==> config.mk <==
export PLATFORM = sky130hd
export DESIGN_NAME = pds_rsp_buffer
export DESIGN_NICKNAME = d
export VERILOG_FILES = /design/src/design/pds_pkg.sv /design/src/design/pds_rsp_buffer.sv
export SDC_FILE = /design/constraint.sdc
export NUM_CORES = 1
export LEC_CHECK = 0
export ABC_AREA = 1
export BUFFER_PORTS_ARGS = -buffer_cell sky130_fd_sc_hd__buf_2
export CAP_MARGIN = 10
export CORE_AREA = 2 2 39 41
export CTS_CLUSTER_SIZE = 28
export DETAILED_ROUTE_END_ITERATION = 10
export DIE_AREA = 0 0 41 43
export GPL_TIMING_DRIVEN = 1
export PLACE_DENSITY = 0.74
export SETUP_SLACK_MARGIN = 0.15
export SYNTH_ARGS = -nofsm -noshare
export SYNTH_HDL_FRONTEND = slang
export SYNTH_SLANG_ARGS = --single-unit
==> constraint.sdc <==
create_clock -name clock -period 2.03 [get_ports clock]
set_input_delay 0.1015 -clock clock [delete_from_list [all_inputs] [get_ports clock]]
set_output_delay 0.1015 -clock clock [all_outputs]
set_load 0.03 [all_outputs]
==> src/design/pds_pkg.sv <==
// Package for the pair-difference seen-set block: depth, widths and the
// transaction types that travel along the cell chain and into the result buffer.
// No dependencies.
package pds_pkg;

   // Number of cells in the chain, which is also the number of values one set can hold.
   localparam int SetDepth   = 64;
   localparam int ValueWidth = 32;
   // Widened width for exact differences of two signed values.
   localparam int DeltaWidth = ValueWidth + 1;

   // Transaction that moves one cell per cycle along the chain while the chain advances.
   typedef struct packed {
      logic                         valid;
      logic signed [ValueWidth-1:0] value;
      logic                         last;
      logic                         hit;
      logic                         stored;
   } item_type;

   // One result transaction.
   typedef struct packed {
      logic partner_hit;
      logic pair_found;
      logic store_full;
      logic set_done;
   } rsp_type;

endpackage

==> src/design/pds_rsp_buffer.sv <==
// Two-entry result buffer between the end of the cell chain and the result channel.
// Depends on pds_pkg.
module pds_rsp_buffer
   import pds_pkg::*;
(
   input  logic    clock,
   input  logic    reset,
   input  logic    push,
   input  rsp_type push_data,
   input  logic    pop,
   output logic    full,
   output logic    not_empty,
   output rsp_type head
);

   rsp_type    entry_ff [2];
   logic [1:0] count_ff;
   logic [1:0] count_in;
   logic       rd_ptr_ff;
   logic       wr_ptr_ff;

   always_comb begin
      count_in = count_ff;
      case ({push, pop})
         2'b10:   count_in = count_ff + 2'd1;
         2'b01:   count_in = count_ff - 2'd1;
         default: count_in = count_ff;
      endcase
   end

   always_ff @(posedge clock) begin
      if (reset) begin
         count_ff  <= 2'd0;
         rd_ptr_ff <= 1'b0;
         wr_ptr_ff <= 1'b0;
      end else begin
         count_ff <= count_in;
         if (push) begin
            wr_ptr_ff <= ~wr_ptr_ff;
         end
         if (pop) begin
            rd_ptr_ff <= ~rd_ptr_ff;
         end
      end
   end

   always_ff @(posedge clock) begin
      if (push) begin
         entry_ff[wr_ptr_ff] <= push_data;
      end
   end

   assign full      = (count_ff == 2'd2);
   assign not_empty = (count_ff != 2'd0);
   assign head      = entry_ff[rd_ptr_ff];

endmodule

==> out/results.txt, run 1 <==
f_max = 776.8 MHz
Warnings, synthesis = 0
PostCTS Resize Cnt = 0
Critical Path Max Stage Delay = 0.40 ns
Worst Setup Start Kind = register
multi-input logic area = 143.9 um^2
post-place instance area = 595.6 um^2
initial core utilization = 0.3689
crit-path cells = mux2_2, buf_2
Critical-path top delay cell = dfxtp_1
flops & latches, synth = 13
ys async rst share = 0
Leak = 0.2831 nW
GR Util All Layers = 0.09724
via/cell ratio = 4.244
Rows = 14
n_diodes = 0
Reg area = 340.3 um^2
first-pass GRT wire length = 1145 um
period utilization = 0.6341
DIE HEIGHT = 43 um
Die Footprint = 1763 um^2
share of post-route cells with drive strength above 1 = 0.3226
Max Buffers Root-to-Sink = 2
top cells by count, synth = 9 x nor2_1, 8 x edfxtp_1, 7 x inv_1
placed cells = 74
GPL Wtd Cong = 0.6863
worst hold path class = in2reg
top cell type's share of synthesized area = 0.4706
net count reported at finish = 72
fill cell count = 129
most common cell in the netlist = nor2_1
die width = 41 um
CP Capture Type = primary output
Slew @ Worst Pin = 0.3444 ns
total gr overflow = 0
final instance area = 621.8 um^2
total number of vias = 331
Cell variety after synth = 12
Max VDD drop = 0.3669 mV
num ports = 14
Critical Path AT = 1.19 ns
Core ar. = 1384 um^2
final WL = 705 um
top cells by area, synth = edfxtp_1 47%, dfxtp_1 20%, mux2_2 8.8%
Max Cap Violations = 0
power per cell area = 887.6 nW/um^2
Tot Pwr = 552.0 uW
CTS Hold Bufs = 0
number of remaining DRC errors = 0
DP Worst Slack = 1.022 ns
Setup TNS = 0 ns
number of global-route vias before repair = 304
Synth Instances = 45
initial antenna violation count = 0
Area Growth Syn to Fin = 21.81%
CTS buffer count = 3
final hold slack = 0.02703 ns
RSZ-0062 raised after global routing = no
routed len/inst = 9.038 um
Relative slew margins = 0.7695
final hold vios = 0
Post-Syn Area = 510.5 um^2
crit-path max FO = 4
Synth Area per Inst = 11.34 um^2
clock sinks = 13
CTS tree = yes
DR iter-0 viols = 11
sequential area share after synthesis = 0.6667
post-CTS setup buffer count = 0
CTS root buf = clkbuf_4
Fin Clk Skew = 0.0006222 ns
worst hold path stage count = 1
Crit Path Category = reg2out
Finished Layout Cells = 78
largest area contributor in the netlist = edfxtp_1
post-route setup slack = 0.7427 ns
DRT Pass-1 Iters = 4
H-tree depth = 1
largest net degree at the start of global routing = 8
critical path required time = 1.93 ns
post-layout util = 0.4494
Pins Over Slew Limit = 0
worst reg2reg path depth = 1
status = finished clean
setup violators final = 0
final worst path period need = 1.287 ns
Buffers on Ports = 13
Post-synth EDFFs = 8
ys flop type = edfxtp_1
Reg clk slew, reported paths = 0.07 ns
detailed placement HPWL = 559.5 um
Worst-Skew Late Latency = 0.26 ns
Detail Route Antenna Nets = 0
Syn Nets = 54
==> metal layers <==
layer | vias up | routed length (um) | global-route usage
met2 | 8 | 331 | 0.1500
met1 | 141 | 327 | 0.1096
li1 | 182 | - | -
met4 | 0 | 0 | 0.06000
met5 | - | 0 | 0
met3 | 0 | 46 | 0.03141
==> cell type report <==
type,instances,area share
sequential,13,0.5473
tap,16,0.03219
clock buffer,4,0.04225
multi-input combinational,25,0.2314
timing repair buffer,13,0.1046
inverter,7,0.04225
==> layout by cell type, fill, tap and decap left out, drive strengths merged <==
master / count
clkbuf: 4
inv: 7
mux2: 4
dfxtp: 5
xnor2: 1
nand4: 1
nor3: 1
a21oi: 1
buf: 13
nand2: 6
o21ai: 1
edfxtp: 8
ha: 1
nor2: 9
==> final timing paths <==
| kind | from | endpoint | slack, ns |
|---|---|---|---|
| setup / recovery | register | head[1] | 0.74 |
| hold / removal | push_data[0] | entry_ff[0][0]$_DFFE_PP_ | 0.03 |
| setup reg to reg | wr_ptr_ff$_SDFFE_PP0P_ | entry_ff[0][3]$_DFFE_PP_ | 1.08 |
| hold reg to reg | count_ff[1]$_SDFFE_PP0P_ | count_ff[1]$_SDFFE_PP0P_ | 0.50 |
==> flip-flops by register name (all words and copies together), names as in the netlist, named ones only <==
name / flops
count_ff: 2
entry_ff: 8
rd_ptr_ff: 1
wr_ptr_ff: 1
==> critical path, delay by kind of cell (launching register included) <==
kind | cells | cell delay [ns]
flip-flops | 1 | 0.40
multiplexers | 1 | 0.35
buffers and inverters | 1 | 0.17
==> power by group <==
part | switching [mW] | total (mW) | internal [mW]
clock | 0.0738 | 0.150 | 0.0758
sequential | 0.0109 | 0.311 | 0.300
combinational | 0.0575 | 0.0918 | 0.0343
total | 0.142 | 0.552 | 0.410
==> cell families after synthesis <==
family / synth area share
DFF: 0.6667
buffers and inverters: 0.05148
AOI/OAI and AO/OA: 0.01959
adders and majority gates: 0.02451
and+or+nand+nor: 0.1323
xor gates and xnor gates: 0.01716
muxes: 0.08823
Power figures use the tool's default switching activity.
==> inputs of run 2 (changes only) <==
==> constraint.sdc (replaced) <==
create_clock -name clock -period 1.3 [get_ports clock]
set_input_delay 0.065 -clock clock [delete_from_list [all_inputs] [get_ports clock]]
set_output_delay 0.065 -clock clock [all_outputs]
set_load 0.03 [all_outputs]
==> run 2 against run 1 <==
Net effect:
- setup slack worse by 0.60 ns
- combinational power up 97%
- die area unchanged
- total power grew 63%
- utilization grew 6.8 points
- clock-buffer cell count stayed put
- first-iteration DRC count is 18% higher
- cell area increased by 15%
- register-to-register slack worse by 0.74 ns
- global-route usage up 0.72 points
==> out/results.txt, run 2 (synthesis results as in run 1) <==
status = finished clean
Max VDD drop = 0.6502 mV
DP Worst Slack = 0.3285 ns
total gr overflow = 0
sequential power share = 0.541
period utilization = 0.8906
clock sinks = 13
combinational share of power = 0.200
Tot Pwr = 902.1 uW
Area Growth Syn to Fin = 40.20%
CP Capture Type = primary output
via/cell ratio = 4.241
Max Buffers Root-to-Sink = 2
max FFs per register = 8
number of global-route vias before repair = 331
total number of vias = 352
Rows = 14
initial core utilization = 0.3689
final worst path period need = 1.158 ns
DRT Pass-1 Iters = 4
final hold vios = 0
Largest regs = entry_ff: 8 flops, count_ff: 2 flops
initial antenna violation count = 0
Int Pwr = 672.8 uW
sw power = 229.4 uW
number of remaining DRC errors = 0
num ports = 14
Slew @ Worst Pin = 0.3502 ns
Relative slew margins = 0.7656
setup violators final = 0
share of post-route cells with drive strength above 1 = 0.3134
Setup TNS = 0 ns
n_diodes = 0
power per cell area = 1261 nW/um^2
die width = 41 um
GPL Wtd Cong = 0.6860
GR Util All Layers = 0.1044
CTS buffer count = 3
CTS root buf = clkbuf_4
largest net degree at the start of global routing = 8
Fin Clk Skew = 0.0008065 ns
crit-path max FO = 4
Leak = 0.3280 nW
CTS tree = yes
Max Cap Violations = 0
Crit Path Category = reg2out
post-route setup slack = 0.1423 ns
Worst Setup Start Kind = register
Core ar. = 1384 um^2
net count reported at finish = 77
Biggest register = entry_ff
switching share of power = 0.2543
DR iter-0 viols = 13
DIE HEIGHT = 43 um
f_max = 863.8 MHz
RSZ-0062 raised after global routing = yes
Reg clk slew, reported paths = 0.07 ns
detailed placement HPWL = 559.5 um
Die Footprint = 1763 um^2
routed len/inst = 9.181 um
final WL = 762 um
Pins Over Slew Limit = 0
post-CTS setup buffer count = 0
Worst-Skew Late Latency = 0.26 ns
first-pass GRT wire length = 1235 um
Detail Route Antenna Nets = 0
H-tree depth = 1
critical path required time = 1.24 ns
Clock Power Share = 0.259
Buffers on Ports = 13
worst hold path class = in2reg
most frequent cells in the layout = 9 x nor2_1, 9 x buf_2, 8 x edfxtp_1
Critical Path AT = 1.09 ns
==> run 2: per-layer routing <==
| metal | up-vias | wire length (um) | global-route usage |
|---|---|---|---|
| met5 | - | 0 | 0 |
| met1 | 153 | 332 | 0.1233 |
| li1 | 191 | - | - |
| met4 | 0 | 0 | 0.06000 |
| met3 | 0 | 40 | 0.03141 |
| met2 | 8 | 390 | 0.1594 |
==> run 2: critical path, cell delays in order (launching register included) <==
cell,delay (ns)
dfxtp_4,0.39
mux2_4,0.31
buf_6,0.14
==> run 2: cell type report <==
| cell class | count | area, um^2 |
|---|---|---|
| sequential | 13 | 344.1 |
| fill | 122 | 668.1 |
| timing repair buffer | 18 | 140.1 |
| tap | 16 | 20.02 |
| inverter | 7 | 26.28 |
| multi-input combinational | 25 | 158.9 |
| clock buffer | 4 | 26.28 |
==> run 2: power by group through the flow <==
stage | logic, mW | clock network [mW] | registers [mW]
3_5_place_dp | 0.144 | 0 | 0.495
5_1_grt | 0.195 | 0.257 | 0.492
4_1_cts | 0.177 | 0.236 | 0.487
2_1_floorplan | 0.105 | 0 | 0.491
3_3_place_gp | 0.142 | 0 | 0.494
6_report | 0.181 | 0.233 | 0.488
==> run 2: final timing paths <==
check                                start                       end  slack [ns]  cells past startpoint
setup reg to reg    wr_ptr_ff$_SDFFE_PP0P_  entry_ff[0][3]$_DFFE_PP_        0.34                      1
hold / removal                         pop    rd_ptr_ff$_SDFFE_PP0P_        0.08                      3
setup / recovery                  register                   head[1]        0.14                      2
hold reg to reg   count_ff[1]$_SDFFE_PP0P_  count_ff[1]$_SDFFE_PP0P_        0.50                      2
==> run 2: timing repair <==
item,CTS,global route
resized for setup,11,3
hold buffers,5,0
hold endpoints to repair,10,0
endpoints found under the setup margin,4,4
==> run 2: per-stage QoR <==
stage               std cells  cell area, um^2  hold WS, ns  utilization
floorplan                  45            510.5       0.1374            -
global placement           74            595.6       0.2543       0.4304
detailed placement         74            595.6       0.2604       0.4304
CTS                        83            704.4      0.08986       0.5090
global route               83            715.7      0.08537       0.5172
finish                     83            715.7      0.08217       0.5172
==> inputs of run 3 (changes only) <==
--- a/config.mk
+++ b/config.mk
@@ -9,6 +9,7 @@
 export BUFFER_PORTS_ARGS = -buffer_cell sky130_fd_sc_hd__buf_2
 export CAP_MARGIN = 10
 export CORE_AREA = 2 2 39 41
+export CTS_BUF_LIST = sky130_fd_sc_hd__clkbuf_4 sky130_fd_sc_hd__clkbuf_8 sky130_fd_sc_hd__clkbuf_16
 export CTS_CLUSTER_SIZE = 28
 export DETAILED_ROUTE_END_ITERATION = 10
 export DIE_AREA = 0 0 41 43
==> run 3 against run 2 <==
Net effect:
- fmax decreased by 0.38%
- via count increased by 0.85%
- die area unchanged
- flip-flop and latch count unchanged
- critical path depth unchanged
- sequential power about the same
- wire length increased by 1.0%
- global-route usage increased by 0.20 points
- first-iteration DRC count decreased by 23%
- cell count unchanged
- largest cell class unchanged
- largest power group unchanged
==> out/results.txt, run 3 (synthesis results as in run 1) <==
Slew @ Worst Pin = 0.3548 ns
post-layout util = 0.5208
period utilization = 0.8940
Buffers on Ports = 13
power per cell area = 1287 nW/um^2
Int Pwr = 694.6 uW
critical path required time = 1.24 ns
fill cell count = 122
H-tree depth = 1
Worst Setup Start Kind = register
f_max = 860.5 MHz
Die Footprint = 1763 um^2
max FFs per register = 8
post-route setup slack = 0.1378 ns
Relative slew margins = 0.7626
GR Util All Layers = 0.1064
Max Cap Violations = 0
Core ar. = 1384 um^2
via/cell ratio = 4.277
final hold slack = 0.08617 ns
Fin Clk Skew = 0.003350 ns
total gr overflow = 0
Leak = 0.3317 nW
detailed placement HPWL = 559.5 um
net count reported at finish = 77
setup violators final = 0
Worst-Skew Late Latency = 0.26 ns
number of remaining DRC errors = 0
DR iter-0 viols = 10
CTS tree = yes
num ports = 14
worst hold path class = in2reg
initial core utilization = 0.3689
DP Worst Slack = 0.3285 ns
combinational share of power = 0.195
final WL = 770 um
Finished Layout Cells = 83
Crit Path Category = reg2out
clock sinks = 13
Critical Path AT = 1.10 ns
total number of vias = 355
Clock Power Share = 0.278
flop2flop setup slack = 0.33 ns
DIE HEIGHT = 43 um
Max VDD drop = 0.6590 mV
initial antenna violation count = 0
final worst path period need = 1.162 ns
GPL Wtd Cong = 0.6860
most frequent cells in the layout = 9 x nor2_1, 9 x buf_2, 8 x edfxtp_1
Rows = 14
Pins Over Slew Limit = 0
n_diodes = 0
final instance area = 720.7 um^2
Biggest register = entry_ff
crit-path max FO = 4
post-place instance area = 595.6 um^2
RSZ-0062 raised after global routing = yes
Tot Pwr = 927.6 uW
final hold vios = 0
share of post-route cells with drive strength above 1 = 0.3433
first-pass GRT wire length = 1248 um
Setup TNS = 0 ns
routed len/inst = 9.277 um
Reg clk slew, reported paths = 0.08 ns
switching share of power = 0.2512
status = finished clean
die width = 41 um
worst hold path stage count = 3
CTS buffer count = 3
sw power = 233.0 uW
worst reg2reg path depth = 1
placed cells = 74
sequential power share = 0.527
largest net degree at the start of global routing = 8
DRT Pass-1 Iters = 4
Area Growth Syn to Fin = 41.18%
post-CTS setup buffer count = 0
number of global-route vias before repair = 332
Largest regs = entry_ff: 8 flops, count_ff: 2 flops
CP Capture Type = primary output
Detail Route Antenna Nets = 0
CTS root buf = clkbuf_4
Max Buffers Root-to-Sink = 2
-- run 3: what timing repair did --
action,4_1_cts,5_1_grt
endpoints found under the hold margin,10,0
hold buffers,5,0
setup endpoints to repair,4,5
resized for setup,14,1
-- run 3: final timing paths --
check                      startpoint                        to
max reg2reg    wr_ptr_ff$_SDFFE_PP0P_  entry_ff[0][3]$_DFFE_PP_
min                               pop    rd_ptr_ff$_SDFFE_PP0P_
min reg2reg  count_ff[0]$_SDFFE_PP0P_  count_ff[0]$_SDFFE_PP0P_
max                          register                   head[1]
-- run 3: per-layer routing --
| layer | part of all wire | GRT usage |
|---|---|---|
| met5 | 0 | 0 |
| met4 | 0 | 0.06000 |
| met3 | 0.052 | 0.03141 |
| met2 | 0.51 | 0.1688 |
| met1 | 0.43 | 0.1199 |
-- run 3: power groups by stage --
stage | clock network (mW) | logic [mW] | registers, mW
global route | 0.283 | 0.195 | 0.493
CTS | 0.262 | 0.182 | 0.488
global placement | 0 | 0.142 | 0.494
detailed placement | 0 | 0.144 | 0.495
floorplan | 0 | 0.105 | 0.491
finish | 0.258 | 0.181 | 0.489
-- run 3: critical path: stages (launching register included) --
cell	delay, ns
dfxtp_4	0.39
mux2_4	0.31
buf_6	0.14
-- run 3: layout make-up --
| cell class | instances | area [um^2] | area share |
|---|---|---|---|
| flip-flops and latches | 13 | 345.3 | 0.4792 |
| multi-input cells | 25 | 158.9 | 0.2205 |
| repair buffers | 18 | 140.1 | 0.1944 |
| clock buffers | 4 | 30.03 | 0.04167 |
| inverters | 7 | 26.28 | 0.03646 |
| well taps | 16 | 20.02 | 0.02778 |
