==> src/design/pds_pkg.sv <==
// Package for the pair-difference seen-set block: depth, widths and the
// transaction types that travel along the cell chain and into the result buffer.
// No dependencies.
package pds_pkg;

   // Number of cells in the chain, which is also the number of values one set can hold.
   localparam int SetDepth   = 64;
   localparam int ValueWidth = 32;
   // Widened width for exact differences of two signed values.
   localparam int DeltaWidth = ValueWidth + 1;

   // Transaction that moves one cell per cycle along the chain while the chain advances.
   typedef struct packed {
      logic                         valid;
      logic signed [ValueWidth-1:0] value;
      logic                         last;
      logic                         hit;
      logic                         stored;
   } item_type;

   // One result transaction.
   typedef struct packed {
      logic partner_hit;
      logic pair_found;
      logic store_full;
      logic set_done;
   } rsp_type;

endpackage

==> src/design/pds_cell.sv <==
// One cell of the pair-difference chain: holds one stored value of the current set
// and checks each passing transaction against it. Depends on pds_pkg.
module pds_cell
   import pds_pkg::*;
(
   input  logic                  clock,
   input  logic                  reset,
   input  logic                  advance,
   input  logic [DeltaWidth-1:0] diff_pos,
   input  logic [DeltaWidth-1:0] diff_neg,
   input  item_type              item_in,
   output item_type              item_out
);

   logic                         occupied_ff;
   logic                         occupied_in;
   logic signed [ValueWidth-1:0] value_ff;
   item_type                     item_ff;
   item_type                     item_in_next;
   logic [DeltaWidth-1:0]        delta;
   logic                         match;
   logic                         claim;

   // Exact difference at widened precision.
   assign delta = {value_ff[ValueWidth-1], value_ff}
                - {item_in.value[ValueWidth-1], item_in.value};
   assign match = occupied_ff && ((delta == diff_pos) || (delta == diff_neg));
   // First free cell on the path takes the value.
   assign claim = item_in.valid && !occupied_ff && !item_in.stored;

   always_comb begin
      item_in_next        = item_in;
      item_in_next.hit    = item_in.hit | match;
      item_in_next.stored = item_in.stored | claim;

      occupied_in = occupied_ff;
      if (item_in.valid) begin
         if (item_in.last) begin
            // drop the set once its final transaction has passed
            occupied_in = 1'b0;
         end else if (claim) begin
            occupied_in = 1'b1;
         end
      end
   end

   always_ff @(posedge clock) begin
      if (reset) begin
         occupied_ff   <= 1'b0;
         item_ff.valid <= 1'b0;
      end else if (advance) begin
         occupied_ff <= occupied_in;
         item_ff     <= item_in_next;
      end
   end

   always_ff @(posedge clock) begin
      if (advance && claim) begin
         value_ff <= item_in.value;
      end
   end

   assign item_out = item_ff;

endmodule

==> config.mk <==
export PLATFORM = sky130hd
export DESIGN_NAME = pds_cell
export DESIGN_NICKNAME = d
export VERILOG_FILES = /design/src/design/pds_pkg.sv /design/src/design/pds_cell.sv
export SDC_FILE = /design/constraint.sdc
export NUM_CORES = 1
export LEC_CHECK = 0
export ABC_AREA = 1
export BUFFER_PORTS_ARGS = -buffer_cell sky130_fd_sc_hd__buf_2
export CAP_MARGIN = 20
export CORE_MARGIN = 2
export CORE_UTILIZATION = 50
export DETAILED_ROUTE_END_ITERATION = 16
export HOLD_SLACK_MARGIN = 0.02
export MAX_ROUTING_LAYER = met4
export PLACE_DENSITY = 0.81
export SYNTH_ARGS = -nofsm -noshare
export SYNTH_HDL_FRONTEND = slang
export SYNTH_SLANG_ARGS = --single-unit
==> constraint.sdc <==
create_clock -name clock -period 6.3 [get_ports clock]
set_input_delay 0.945 -clock clock [delete_from_list [all_inputs] [get_ports clock]]
set_output_delay 0.945 -clock clock [all_outputs]
set_load 0.01 [all_outputs]
==> results of run 1 <==
-- synth_stat cells, drive strengths merged --
library cell / n
a311oi: 1
o21ai: 7
inv: 175
xor2: 5
edfxtp: 67
fa: 1
nand3: 148
nand4: 3
a21boi: 1
nand2: 326
nor3: 7
dfxtp: 2
nor2: 79
ha: 33
or2: 1
nand3b: 44
o21bai: 2
nor4: 3
a21oi: 26
and2: 2
a31oi: 1
-- placed cells by master, fill, tap and decap left out, types with 2 or more instances in the layout --
cell type,instances
sky130_fd_sc_hd__nand2_1,313
sky130_fd_sc_hd__inv_1,175
sky130_fd_sc_hd__nand3_1,146
sky130_fd_sc_hd__buf_2,140
sky130_fd_sc_hd__nor2_1,78
sky130_fd_sc_hd__edfxtp_1,67
sky130_fd_sc_hd__nand3b_1,44
sky130_fd_sc_hd__ha_1,33
sky130_fd_sc_hd__a21oi_1,26
sky130_fd_sc_hd__nand2_2,13
sky130_fd_sc_hd__clkbuf_16,9
sky130_fd_sc_hd__o21ai_0,7
sky130_fd_sc_hd__nor3_1,7
sky130_fd_sc_hd__xor2_1,5
sky130_fd_sc_hd__clkinv_2,4
sky130_fd_sc_hd__nand4_1,3
sky130_fd_sc_hd__nor4_1,2
sky130_fd_sc_hd__o21bai_1,2
sky130_fd_sc_hd__nand3_2,2
sky130_fd_sc_hd__and2_1,2
sky130_fd_sc_hd__dfxtp_1,2
-- how the worst max path moves through the flow --
stage	slack [ps]	to	start
global placement	2770	item_out[1]	item_in[3]
global route	2780	item_out[1]	item_in[3]
finish	3020	item_out[1]	item_in[3]
CTS	3070	item_out[1]	item_in[3]
floorplan	1560	value_ff[0]	item_in[0]
detailed placement	2740	item_out[1]	item_in[3]
-- cell type report --
cell class,instances,area share
multi-input combinational,690,0.468
sequential,69,0.281
timing repair buffer,141,0.0969
inverter,175,0.0899
clock buffer,9,0.0308
tap,147,0.0252
clock inverter,7,0.00907
-- kinds of logic (layout without fill, tap and decap cells) --
family | Yosys count | after routing | synth area share
AO/OA/AOI/OAI | 38 | 38 | 0.0332
XOR/XNOR | 5 | 5 | 0.00716
adder cells (fa/ha/maj) | 34 | 34 | 0.0708
buffers and inverters | 175 | 332 | 0.107
flip-flops | 69 | 69 | 0.336
AND/OR/NAND/NOR | 613 | 613 | 0.446
-- state kept, by name (all words and copies together) (netlist names) --
name / cells
item_out: 36
occupied_ff: 1
value_ff: 32
-- critical path, cell delays in order --
cell and delay, ps:
sky130_fd_sc_hd__buf_2 130, sky130_fd_sc_hd__ha_1 210, sky130_fd_sc_hd__fa_1 380, sky130_fd_sc_hd__inv_1 90, sky130_fd_sc_hd__nand2_2 80, sky130_fd_sc_hd__nand2_2 110, sky130_fd_sc_hd__nand3_2 90, sky130_fd_sc_hd__nand2_1 170
sky130_fd_sc_hd__nand2_1 120, sky130_fd_sc_hd__nand2_2 120, sky130_fd_sc_hd__nand2_1 90, sky130_fd_sc_hd__nand3_1 80, sky130_fd_sc_hd__nand2_1 90, sky130_fd_sc_hd__nor2_1 90, sky130_fd_sc_hd__nand2_1 50, sky130_fd_sc_hd__nor2_1 120
sky130_fd_sc_hd__nand2_1 100, sky130_fd_sc_hd__nor2_1 100, sky130_fd_sc_hd__nand3_1 70, sky130_fd_sc_hd__nand2_1 100, sky130_fd_sc_hd__nand2_1 70, sky130_fd_sc_hd__nand2_1 60
-- power breakdown --
| part | leakage (uW) | total [uW] | internal (uW) | switching, uW |
|---|---|---|---|---|
| registers | 0.000638 | 535 | 529 | 6.05 |
| clock network | 0.000145 | 487 | 304 | 183 |
| logic | 0.00322 | 399 | 145 | 254 |
| total | 0.00400 | 1420 | 978 | 443 |
-- per-stage QoR --
stage	cell area (um2)	hold slack, ps	std cells
after global routing	7310	477	1238
after global placement	7020	448	1222
after CTS	7310	464	1238
final	7310	459	1238
after detailed placement	7020	456	1222
after floorplan	6110	477	934
-- metal layers --
layer | wire [um] | up-vias
met5 | 0 | -
met4 | 330 | 0
met1 | 8140 | 2749
met3 | 1110 | 21
met2 | 6790 | 216
li1 | - | 3302
==> Implementation_results.wiki, run 1 <==
{| class="wikitable"
! Metric !! Value
|-
| Top Ports || 141
|-
| Final count of hold timing violations || 0
|-
| Setup repair after global routing missed its margin || false
|-
| Actual slew at the worst max-slew pin || roughly 960 ps
|-
| Antenna cell count || 0
|-
| Placer Congestion || between 0.9 and 1
|-
| Grt total ovfl || 0
|-
| Area of the multi-input gates || about 3400 um2
|-
| Worst r2r dst || item_out[1]
|-
| Cell depth of the worst flop-to-flop path || 22
|-
| Remaining antenna violation count || 0
|-
| Final core utilization || 0.611
|-
| Worst Clk Skew || 7.90 ps
|-
| Die Width || between 100 and 150 um
|-
| Maximum net fanout on the critical path || 4
|-
| First-pass GRT wire length || roughly 26 mm
|-
| Routed len/inst || about 13 um
|-
| Share of Yosys cell area claimed by the top area cell type || 0.329
|-
| Rows || 40
|-
| Vias in the first global route || about 5700
|-
| Buffers inserted by post-CTS timing repair || 0
|-
| Worst min-delay path endpoint || item_out[35]
|-
| Met1 Resource Use GR || 0.382
|-
| TritonCTS clock tree || done
|-
| Critical path start-end classification || in2reg
|-
| Sum of routed wire length over all layers || roughly 16 mm
|-
| Vias after detailed routing || ~6300
|-
| Power density relative to cell area || 194 nW/um2
|-
| Via-per-instance ratio || about 5.1
|-
| Number of cells produced by synthesis || around 930
|-
| Clk buf depth || 2
|-
| Slack of the critical path || 3020 ps
|-
| Main area contributors after synthesis || sky130_fd_sc_hd__edfxtp_1, sky130_fd_sc_hd__nand2_1, sky130_fd_sc_hd__nand3_1
|-
| Launch point of the worst hold path || item_out[35]
|-
| Num Clock Sinks || between 60 and 70
|-
| Post_cts resized || 0
|-
| Number of storage elements in the synthesis netlist || 69
|-
| Global-route total usage across every layer || 0.261
|-
| Count of final max-slew check failures || 0
|-
| Static leakage || roughly 0.0040 uW
|-
| Total power of the final layout || 1420 uW
|-
| Synthesized area || 6110 um2
|-
| # nets final || around 1200
|-
| Clock root buffer || sky130_fd_sc_hd__clkbuf_16
|-
| Worst-skew pair later-pin latency || between 300 and 400 ps
|-
| Mapped Nets || 1073
|-
| Vertical die dimension || 115 um
|-
| Place WS || approximately 2700 ps
|-
| Half-perimeter wire length after detailed placement || about 14 mm
|-
| Initial core utilization || 0.511
|-
| Ratio of final minimum period to clock period || 0.520
|-
| Number of cells on the worst hold path || 2
|-
| Data required time at the worst endpoint || 6500 ps
|-
| Post-route DRC violation count || 0
|-
| Hold buffer count at cts || 0
|-
| Max-cap violations || 0
|-
| Number of search-and-repair iterations in the first detailed-routing pass || 6
|-
| Seq. cell area || between 2000 and 2500 um2
|-
| Clock buffer count from CTS || 9
|-
| Global-route met2 utilization || 0.379
|-
| Worst-case vdd ir drop || approximately 0.3 mV
|-
| Area of the die || ~13000 um2
|-
| Reg2Reg Setup Slack || about 3400 ps
|-
| Worst EP arrival || between 3000 and 4000 ps
|-
| Clock-pin slew reported for the worst setup and hold paths after clock tree synthesis || ~60 ps
|-
| FF-to-FF Start || value_ff[0]
|-
| Endpoint kind of the worst setup timing path || flop
|-
| Distinct cell type count of the synthesized netlist || 23
|-
| Core ar. || roughly 12000 um2
|-
| CTS H-tree lvls || 3
|-
| Status || finished, final reports clean
|-
| Setup Total Neg Slack || 0 ps
|-
| Number of antenna violations at the first check in global routing || 0
|-
| Worst slew margin relative to its limit || 0.359
|-
| Area Growth Syn to Fin || 19.6%
|-
| Final number of setup-violating endpoints || 0
|-
| M3 GR Usage || 0.0296
|-
| Port-buffer cells || 140
|-
| Class of the tightest hold or removal check || reg2reg
|-
| Minimum clock period || about 3300 ps
|-
| Sequential element share of the synthesized area || 0.336
|-
| Mean cell area of the mapped netlist || 6.55 um2
|-
| Achievable frequency || 305 MHz
|-
| Worst Setup Start Kind || input port
|-
| GR peak layer || met1
|-
| Fraction of final layout cells sized beyond drive strength 1 || 0.159
|-
| Total of warnings raised by yosys || 0
|-
| First-iteration detailed-routing DRC count || 502
|-
| Maximum number of pins on one net before global-route repair || 36
|-
| Fill cell instance count of the final layout || approximately 1100
|-
| Most area-hungry cell type in the Yosys netlist || sky130_fd_sc_hd__edfxtp_1
|}
No activity file was read; power rests on OpenSTA's default activity.
==> run 2, diff against run 1 <==
==> constraint.sdc (replaced) <==
create_clock -name clock -period 3.1 [get_ports clock]
set_input_delay 0.465 -clock clock [delete_from_list [all_inputs] [get_ports clock]]
set_output_delay 0.465 -clock clock [all_outputs]
set_load 0.01 [all_outputs]
==> run 2 against run 1 <==
Compared with the run above: core utilization increased by 0.86 points; critical path depth unchanged; worst setup slack worse by 2800 ps; count of clock-buffer cells in the layout stayed put; flip-flop and latch count unchanged; hold slack worse by 130 ps; total power rose by 110%.
==> Implementation_results.wiki, run 2 (synthesis gave the netlist of run 1 again) <==
{| class="wikitable"
! Metric !! Value
|-
| Status || finished, final reports clean (unchanged)
|-
| Post-route DRC violation count || 0 (unchanged)
|-
| Static leakage || 0.00405 uW (was 0.00400 uW)
|-
| Worst-case vdd ir drop || 0.516 mV (was 0.292 mV)
|-
| Endpoint kind of the worst setup timing path || flop (unchanged)
|-
| Critical path start-end classification || reg2reg (was in2reg)
|-
| Top Ports || 141 (unchanged)
|-
| Gate family responsible for the most delay along the worst path || simple AND/OR/NAND/NOR gates (unchanged)
|-
| Area Growth Syn to Fin || 21.3% (was 19.6%)
|-
| Vias in the first global route || 5810 (was 5673)
|-
| Maximum number of pins on one net before global-route repair || 36 (unchanged)
|-
| Max-cap violations || 0 (unchanged)
|-
| Cell chain of the critical path || inv_1 -> ha_1 -> fa_1 -> inv_1 -> nand2_2 -> nand2_4 -> nand3_2 -> nand2_2 -> nand2_1 -> nand3b_1 -> nand2_1 -> nand2_1 -> nand2_1 -> nor2_1 -> nand2_1 -> nor2_1 -> nand2_1 -> nor2_1 -> nand3_1 -> nand2_1 -> nand2_1 -> nand2_1 (was buf_2 -> ha_1 -> fa_1 -> inv_1 -> nand2_2 -> nand2_2 -> nand3_2 -> nand2_1 -> nand2_1 -> nand2_2 -> nand2_1 -> nand3_1 -> nand2_1 -> nor2_1 -> nand2_1 -> nor2_1 -> nand2_1 -> nor2_1 -> nand3_1 -> nand2_1 -> nand2_1 -> nand2_1)
|-
| Final number of setup-violating endpoints || 0 (unchanged)
|-
| Routed len/inst || 13.2 um (about the same)
|-
| Rows || 40 (unchanged)
|-
| Ratio of final minimum period to clock period || 0.921
|-
| Most common cell after layout, fill and taps aside || sky130_fd_sc_hd__nand2_1 (unchanged)
|-
| Finished layout cell area || 7410 um2 (was 7310 um2)
|-
| Worst Clk Skew || 12.4 ps (was 7.90 ps)
|-
| Port-buffer cells || 140 (unchanged)
|-
| CP most frequent cell || sky130_fd_sc_hd__nand2_1 (unchanged)
|-
| Number of gates on the worst path with buffers counted || 22 (unchanged)
|-
| TritonCTS clock tree || done (unchanged)
|-
| Critical path buffer and inverter count || 2 (unchanged)
|-
| Sum of routed wire length over all layers || 16.5 mm (was 16.4 mm)
|-
| Beginning of the critical path || value_ff[0] (was item_in[3])
|-
| Clock buffer count from CTS || 9 (unchanged)
|-
| Worst hold slack || 328 ps (was 459 ps)
|-
| Data required time at the worst endpoint || 3310 ps (was 6500 ps)
|-
| Num Clock Sinks || 69 (unchanged)
|-
| Worst Setup Start Kind || flop (was input port)
|-
| Setup Total Neg Slack || 0 ps (unchanged)
|-
| Final count of hold timing violations || 0 (unchanged)
|-
| Area of the die || 13100 um2 (unchanged)
|-
| Actual slew at the worst max-slew pin || 963 ps (was 959 ps)
|-
| Library cell contributing the largest single delay on the critical path || sky130_fd_sc_hd__fa_1 (unchanged)
|-
| Number of search-and-repair iterations in the first detailed-routing pass || 5 (was 6)
|-
| Cell depth of the worst flop-to-flop path || 22 (unchanged)
|-
| Core ar. || 12000 um2 (unchanged)
|-
| Minimum clock period || 2850 ps
|-
| Die Width || 115 um (unchanged)
|-
| Largest register FFs || 36 (unchanged)
|-
| Destination of the critical timing path || item_out[1] (unchanged)
|-
| First-iteration detailed-routing DRC count || 493 (was 502)
|-
| Clock-pin slew reported for the worst setup and hold paths after clock tree synthesis || 60 ps (about the same)
|-
| Grt total ovfl || 0 (unchanged)
|-
| Launch point of the worst hold path || item_in[2] (was item_out[35])
|-
| Count of final max-slew check failures || 0 (unchanged)
|-
| Total power of the final layout || 3000 uW (was 1420 uW)
|-
| Worst r2r dst || item_out[1] (unchanged)
|-
| Fill cell instance count of the final layout || 1080 (was 1115)
|-
| Via-per-instance ratio || 5.16 (was 5.08)
|-
| Placer Congestion || 1.01 (was 0.965)
|-
| Fraction of final layout cells sized beyond drive strength 1 || 0.167 (was 0.159)
|-
| Clock root buffer || sky130_fd_sc_hd__clkbuf_16 (unchanged)
|-
| Vertical die dimension || 115 um (unchanged)
|-
| Half-perimeter wire length after detailed placement || 13.8 mm (was 13.7 mm)
|-
| Achievable frequency || 350 MHz
|-
| Reg2Reg Setup Slack || 250 ps (was 3430 ps)
|-
| Vias after detailed routing || 6424 (was 6288)
|-
| Largest stage delay on the critical path || 380 ps (about the same)
|-
| Maximum net fanout on the critical path || 4 (unchanged)
|-
| Setup repair after global routing missed its margin || false (unchanged)
|-
| # nets final || 1231 (was 1225)
|-
| CTS H-tree lvls || 3 (unchanged)
|-
| FF-to-FF Start || value_ff[0] (unchanged)
|-
| Number of antenna violations at the first check in global routing || 1 (was 0)
|-
| Worst EP arrival || 3060 ps (was 3480 ps)
|-
| Power density relative to cell area || 404 nW/um2 (was 194 nW/um2)
|-
| Worst-skew pair later-pin latency || 330 ps (about the same)
|-
| First-pass GRT wire length || 26.7 mm (was 26.1 mm)
|-
| Remaining antenna violation count || 0 (unchanged)
|-
| Clk buf depth || 2 (unchanged)
|-
| Worst slew margin relative to its limit || 0.356 (was 0.359)
|-
| Global-route total usage across every layer || 0.266 (was 0.261)
|-
| Commonest non-fill, non-tap cells in the layout || sky130_fd_sc_hd__nand2_1, sky130_fd_sc_hd__inv_1, sky130_fd_sc_hd__nand3_1, sky130_fd_sc_hd__buf_2, sky130_fd_sc_hd__nor2_1 (unchanged)
|-
| Initial core utilization || 0.511 (unchanged)
|-
| Area of placed instances || 7070 um2 (was 7020 um2)
|-
| Class of the tightest hold or removal check || in2reg (was reg2reg)
|}
-- run 2: changes by cell type in the layout (fill, tap and decap cells not counted), sizes merged --
cell and change:
clkinv -2, inv +1, diode +1, bufinv +1
buf +6
-- run 2: worst min-delay path by stage --
stage / endpoint / depth (start not counted)
floorplan: item_out[35] / 2
global placement: item_out[35] / 2
detailed placement: item_out[35] / 2
CTS: item_out[2] / 1
global route: item_out[33] / 1
finish: item_out[2] / 1
-- run 2: cell type report --
cell class | count | area (um2) | area share
clock inverter | 7 | 98.8 | 0.0133
tap | 147 | 184 | 0.0248
sequential | 69 | 2050 | 0.277
timing repair buffer | 147 | 753 | 0.102
clock buffer | 9 | 225 | 0.0304
antenna | 1 | 2.50 | 0.000338
inverter | 175 | 657 | 0.0886
multi-input combinational | 690 | 3440 | 0.464
-- run 2: layer usage --
| layer | share of wire | global-route usage | routed length [um] | up-vias |
|---|---|---|---|---|
| met4 | 0.021 | 0.0927 | 340 | 0 |
| met5 | 0 | - | 0 | - |
| met3 | 0.079 | 0.0376 | 1300 | 30 |
| met2 | 0.41 | 0.377 | 6820 | 255 |
| met1 | 0.49 | 0.387 | 8020 | 2822 |
| li1 | - | - | - | 3317 |
-- run 2: repair_timing --
action                                  CTS  global route
hold buffers                              0             0
setup buffers                             0             0
resized for setup                         0             4
endpoints found under the setup margin    0             1
-- run 2: per-stage QoR --
| step | std cells | worst slack, ps | util |
|---|---|---|---|
| 3_3_place_gp | 1228 | 108 | 0.591 |
| 5_1_grt | 1245 | 12.8 | 0.620 |
| 2_1_floorplan | 934 | 261 | - |
| 3_5_place_dp | 1228 | 27.9 | 0.591 |
| 6_report | 1245 | 246 | 0.620 |
| 4_1_cts | 1244 | 283 | 0.618 |
-- run 2: report_power, final --
part	switching [uW]	internal, uW	total [uW]
sequential	12.0	1080	1090
clock	378	707	1080
combinational	522	301	823
total	912	2080	3000
==> run 3, diff against run 2 <==
--- a/config.mk
+++ b/config.mk
@@ -14,6 +14,7 @@
 export HOLD_SLACK_MARGIN = 0.02
 export MAX_ROUTING_LAYER = met4
 export PLACE_DENSITY = 0.81
+export RECOVER_POWER = 50
 export SYNTH_ARGS = -nofsm -noshare
 export SYNTH_HDL_FRONTEND = slang
 export SYNTH_SLANG_ARGS = --single-unit
==> run 3 against run 2 <==
Compared with the run above: first-iteration DRC count up 7.5%; count of clock-buffer cells in the layout unchanged; flip-flop and latch count unchanged; via count down 0.68%; combinational power down 1%; hold slack about the same; critical path depth unchanged; core utilization down 0.54 points; wire length about the same; design area down 0.88%; global-route usage unchanged; non-clock buffer count unchanged.
==> Implementation_results.wiki, run 3 (synthesis gave the netlist of run 1 again) <==
{| class="wikitable"
! Metric !! Value
|-
| Final number of setup-violating endpoints || 0 (unchanged)
|-
| Placed cell count || 1228 (unchanged)
|-
| Core ar. || 12000 um2 (unchanged)
|-
| # nets final || 1231 (unchanged)
|-
| Grt total ovfl || 0 (unchanged)
|-
| Count of final max-slew check failures || 0 (unchanged)
|-
| Area of the die || 13100 um2 (unchanged)
|-
| Sum of routed wire length over all layers || 16.5 mm (about the same)
|-
| Largest register FFs || 36 (unchanged)
|-
| Ratio of final minimum period to clock period || 0.916 (was 0.921)
|-
| Fraction of power consumed by sequential logic || 0.365 (was 0.363)
|-
| Static leakage || 0.00390 uW (was 0.00405 uW)
|-
| Minimum clock period || 2840 ps (was 2850 ps)
|-
| Maximum net fanout on the critical path || 4 (unchanged)
|-
| Critical path start-end classification || reg2reg (unchanged)
|-
| Vias in the first global route || 5810 (unchanged)
|-
| Via-per-instance ratio || 5.12 (was 5.16)
|-
| Worst-case vdd ir drop || 0.514 mV (was 0.516 mV)
|-
| Power density relative to cell area || 406 nW/um2 (was 404 nW/um2)
|-
| Actual slew at the worst max-slew pin || 985 ps (was 963 ps)
|-
| Power Internal || 2070 uW (was 2080 uW)
|-
| Net Switching || 909 uW (was 912 uW)
|-
| Clock network fraction of total power || 0.363 (was 0.362)
|-
| FF-to-FF Start || value_ff[0] (unchanged)
|-
| Remaining antenna violation count || 0 (unchanged)
|-
| Vias after detailed routing || 6380 (was 6424)
|-
| Achievable frequency || 352 MHz (was 350 MHz)
|-
| Launch point of the worst hold path || item_in[2] (unchanged)
|-
| Vertical die dimension || 115 um (unchanged)
|-
| Worst min-delay path endpoint || item_out[2] (unchanged)
|-
| Worst Clk Skew || 12.2 ps (was 12.4 ps)
|-
| Class of the tightest hold or removal check || in2reg (unchanged)
|-
| Number of search-and-repair iterations in the first detailed-routing pass || 7 (was 5)
|-
| Clock root buffer || sky130_fd_sc_hd__clkbuf_16 (unchanged)
|-
| Worst EP arrival || 3050 ps (was 3060 ps)
|-
| Setup Total Neg Slack || 0 ps (unchanged)
|-
| Cell depth of the worst flop-to-flop path || 22 (unchanged)
|-
| Worst Setup Start Kind || flop (unchanged)
|-
| Fill cell instance count of the final layout || 1106 (was 1080)
|-
| Max-cap violations || 0 (unchanged)
|-
| Number of antenna violations at the first check in global routing || 1 (unchanged)
|-
| Worst slew margin relative to its limit || 0.342 (was 0.356)
|-
| Most common cell after layout, fill and taps aside || sky130_fd_sc_hd__nand2_1 (unchanged)
|-
| Switching share of total power || 0.305 (was 0.304)
|-
| Worst r2r dst || item_out[1] (unchanged)
|-
| Placer Congestion || 1.01 (unchanged)
|-
| Routed len/inst || 13.2 um (about the same)
|-
| Rows || 40 (unchanged)
|-
| Setup repair after global routing missed its margin || false (unchanged)
|-
| Post-route DRC violation count || 0 (unchanged)
|-
| Clock buffer count from CTS || 9 (unchanged)
|-
| CTS H-tree lvls || 3 (unchanged)
|-
| Clk buf depth || 2 (unchanged)
|-
| Commonest non-fill, non-tap cells in the layout || sky130_fd_sc_hd__nand2_1, sky130_fd_sc_hd__inv_1, sky130_fd_sc_hd__nand3_1, sky130_fd_sc_hd__buf_2, sky130_fd_sc_hd__nor2_1 (unchanged)
|-
| Global-route total usage across every layer || 0.266 (unchanged)
|-
| Clock-pin slew reported for the worst setup and hold paths after clock tree synthesis || 60 ps (about the same)
|-
| Maximum number of pins on one net before global-route repair || 36 (unchanged)
|-
| Fraction of final layout cells sized beyond drive strength 1 || 0.119 (was 0.167)
|-
| Hold buffer count at cts || 0 (unchanged)
|-
| Status || finished, final reports clean (unchanged)
|-
| Endpoint kind of the worst setup timing path || flop (unchanged)
|-
| First-iteration detailed-routing DRC count || 530 (was 493)
|-
| Half-perimeter wire length after detailed placement || 13.8 mm (unchanged)
|-
| Data required time at the worst endpoint || 3310 ps (about the same)
|-
| Final count of hold timing violations || 0 (unchanged)
|-
| TritonCTS clock tree || done (unchanged)
|-
| Num Clock Sinks || 69 (unchanged)
|-
| Initial core utilization || 0.511 (unchanged)
|-
| First-pass GRT wire length || 26.7 mm (unchanged)
|-
| Area Growth Syn to Fin || 20.2% (was 21.3%)
|-
| Combinational group share of total power || 0.272 (was 0.275)
|-
| Buffers inserted by post-CTS timing repair || 0 (unchanged)
|-
| Reg2Reg Setup Slack || 260 ps (was 250 ps)
|-
| Port-buffer cells || 140 (unchanged)
|-
| Worst-skew pair later-pin latency || 330 ps (about the same)
|-
| Finished Layout Cells || 1245 (unchanged)
|-
| Number of cells on the worst hold path || 1 (unchanged)
|-
| Die Width || 115 um (unchanged)
|-
| Top Ports || 141 (unchanged)
|}
[run 3: cell types whose count changed in the layout (fill, tap and decap cells not counted), sizes merged]
cell and change:
clkbuf +52, buf -52
[run 3: how the worst max path moves through the flow]
| stage | from | end | slack (ps) | depth (start not counted) |
|---|---|---|---|---|
| floorplan | item_in[0] | value_ff[0] | 260 | 1 |
| global placement | item_in[3] | item_out[1] | 110 | 22 |
| detailed placement | item_in[3] | item_out[1] | 30 | 22 |
| CTS | value_ff[0] | item_out[1] | 280 | 22 |
| global route | value_ff[0] | item_out[1] | 10 | 22 |
| finish | value_ff[0] | item_out[1] | 260 | 22 |
[run 3: power groups by stage]
stage / combinational (uW) / sequential (uW) / clock (uW)
floorplan: 522 / 1120 / 0
global placement: 791 / 1100 / 0
detailed placement: 805 / 1110 / 0
CTS: 810 / 1090 / 1110
global route: 922 / 1090 / 1150
finish: 812 / 1090 / 1080
[run 3: cell type report]
cell class              count  area, um2  share of cell area
multi-input cells         690       3440               0.468
flip-flops and latches     69       2050               0.279
repair buffers            147        688              0.0936
inverters                 175        657              0.0894
clock buffers               9        225              0.0306
well taps                 147        184              0.0250
clock inverters             7       98.8              0.0135
diodes                      1       2.50            0.000341
[run 3: per-stage QoR]
stage | instance area [um2] | total power, uW | utilization | hold WS [ps] | setup slack [ps]
6_report | 7350 | 2980 | 0.614 | 329 | 260
4_1_cts | 7400 | 3000 | 0.618 | 317 | 283
2_1_floorplan | 6120 | 1650 | - | 477 | 261
3_5_place_dp | 7070 | 1910 | 0.591 | 454 | 27.9
3_3_place_gp | 7070 | 1900 | 0.591 | 448 | 108
5_1_grt | 7350 | 3160 | 0.614 | 321 | 12.8
[run 3: metal layers]
metal / wire length, um / vias up / track usage
met5: 0 / - / -
met4: 342 / 0 / 0.0927
met3: 1280 / 30 / 0.0376
met2: 6780 / 236 / 0.377
met1: 8070 / 2797 / 0.387
li1: - / 3317 / -
[run 3: critical path, stage by stage, from the launching register on]
cell,delay [ps]
sky130_fd_sc_hd__edfxtp_1,310
sky130_fd_sc_hd__inv_1,50
sky130_fd_sc_hd__ha_1,190
sky130_fd_sc_hd__fa_1,380
sky130_fd_sc_hd__inv_1,110
sky130_fd_sc_hd__nand2_2,100
sky130_fd_sc_hd__nand2_4,100
sky130_fd_sc_hd__nand3_2,90
sky130_fd_sc_hd__nand2_2,100
sky130_fd_sc_hd__nand2_1,90
sky130_fd_sc_hd__nand3b_1,140
sky130_fd_sc_hd__nand2_1,110
sky130_fd_sc_hd__nand2_1,100
sky130_fd_sc_hd__nand2_1,50
sky130_fd_sc_hd__nor2_1,120
sky130_fd_sc_hd__nand2_1,70
sky130_fd_sc_hd__nor2_1,100
sky130_fd_sc_hd__nand2_1,90
sky130_fd_sc_hd__nor2_1,90
sky130_fd_sc_hd__nand3_1,80
sky130_fd_sc_hd__nand2_1,120
sky130_fd_sc_hd__nand2_1,60
sky130_fd_sc_hd__nand2_1,60
[run 3: timing repair]
| item | in CTS | in global routing |
|---|---|---|
| setup endpoints to repair | 0 | 1 |
| hold endpoints to repair | 0 | 0 |
| resized for setup | 0 | 4 |
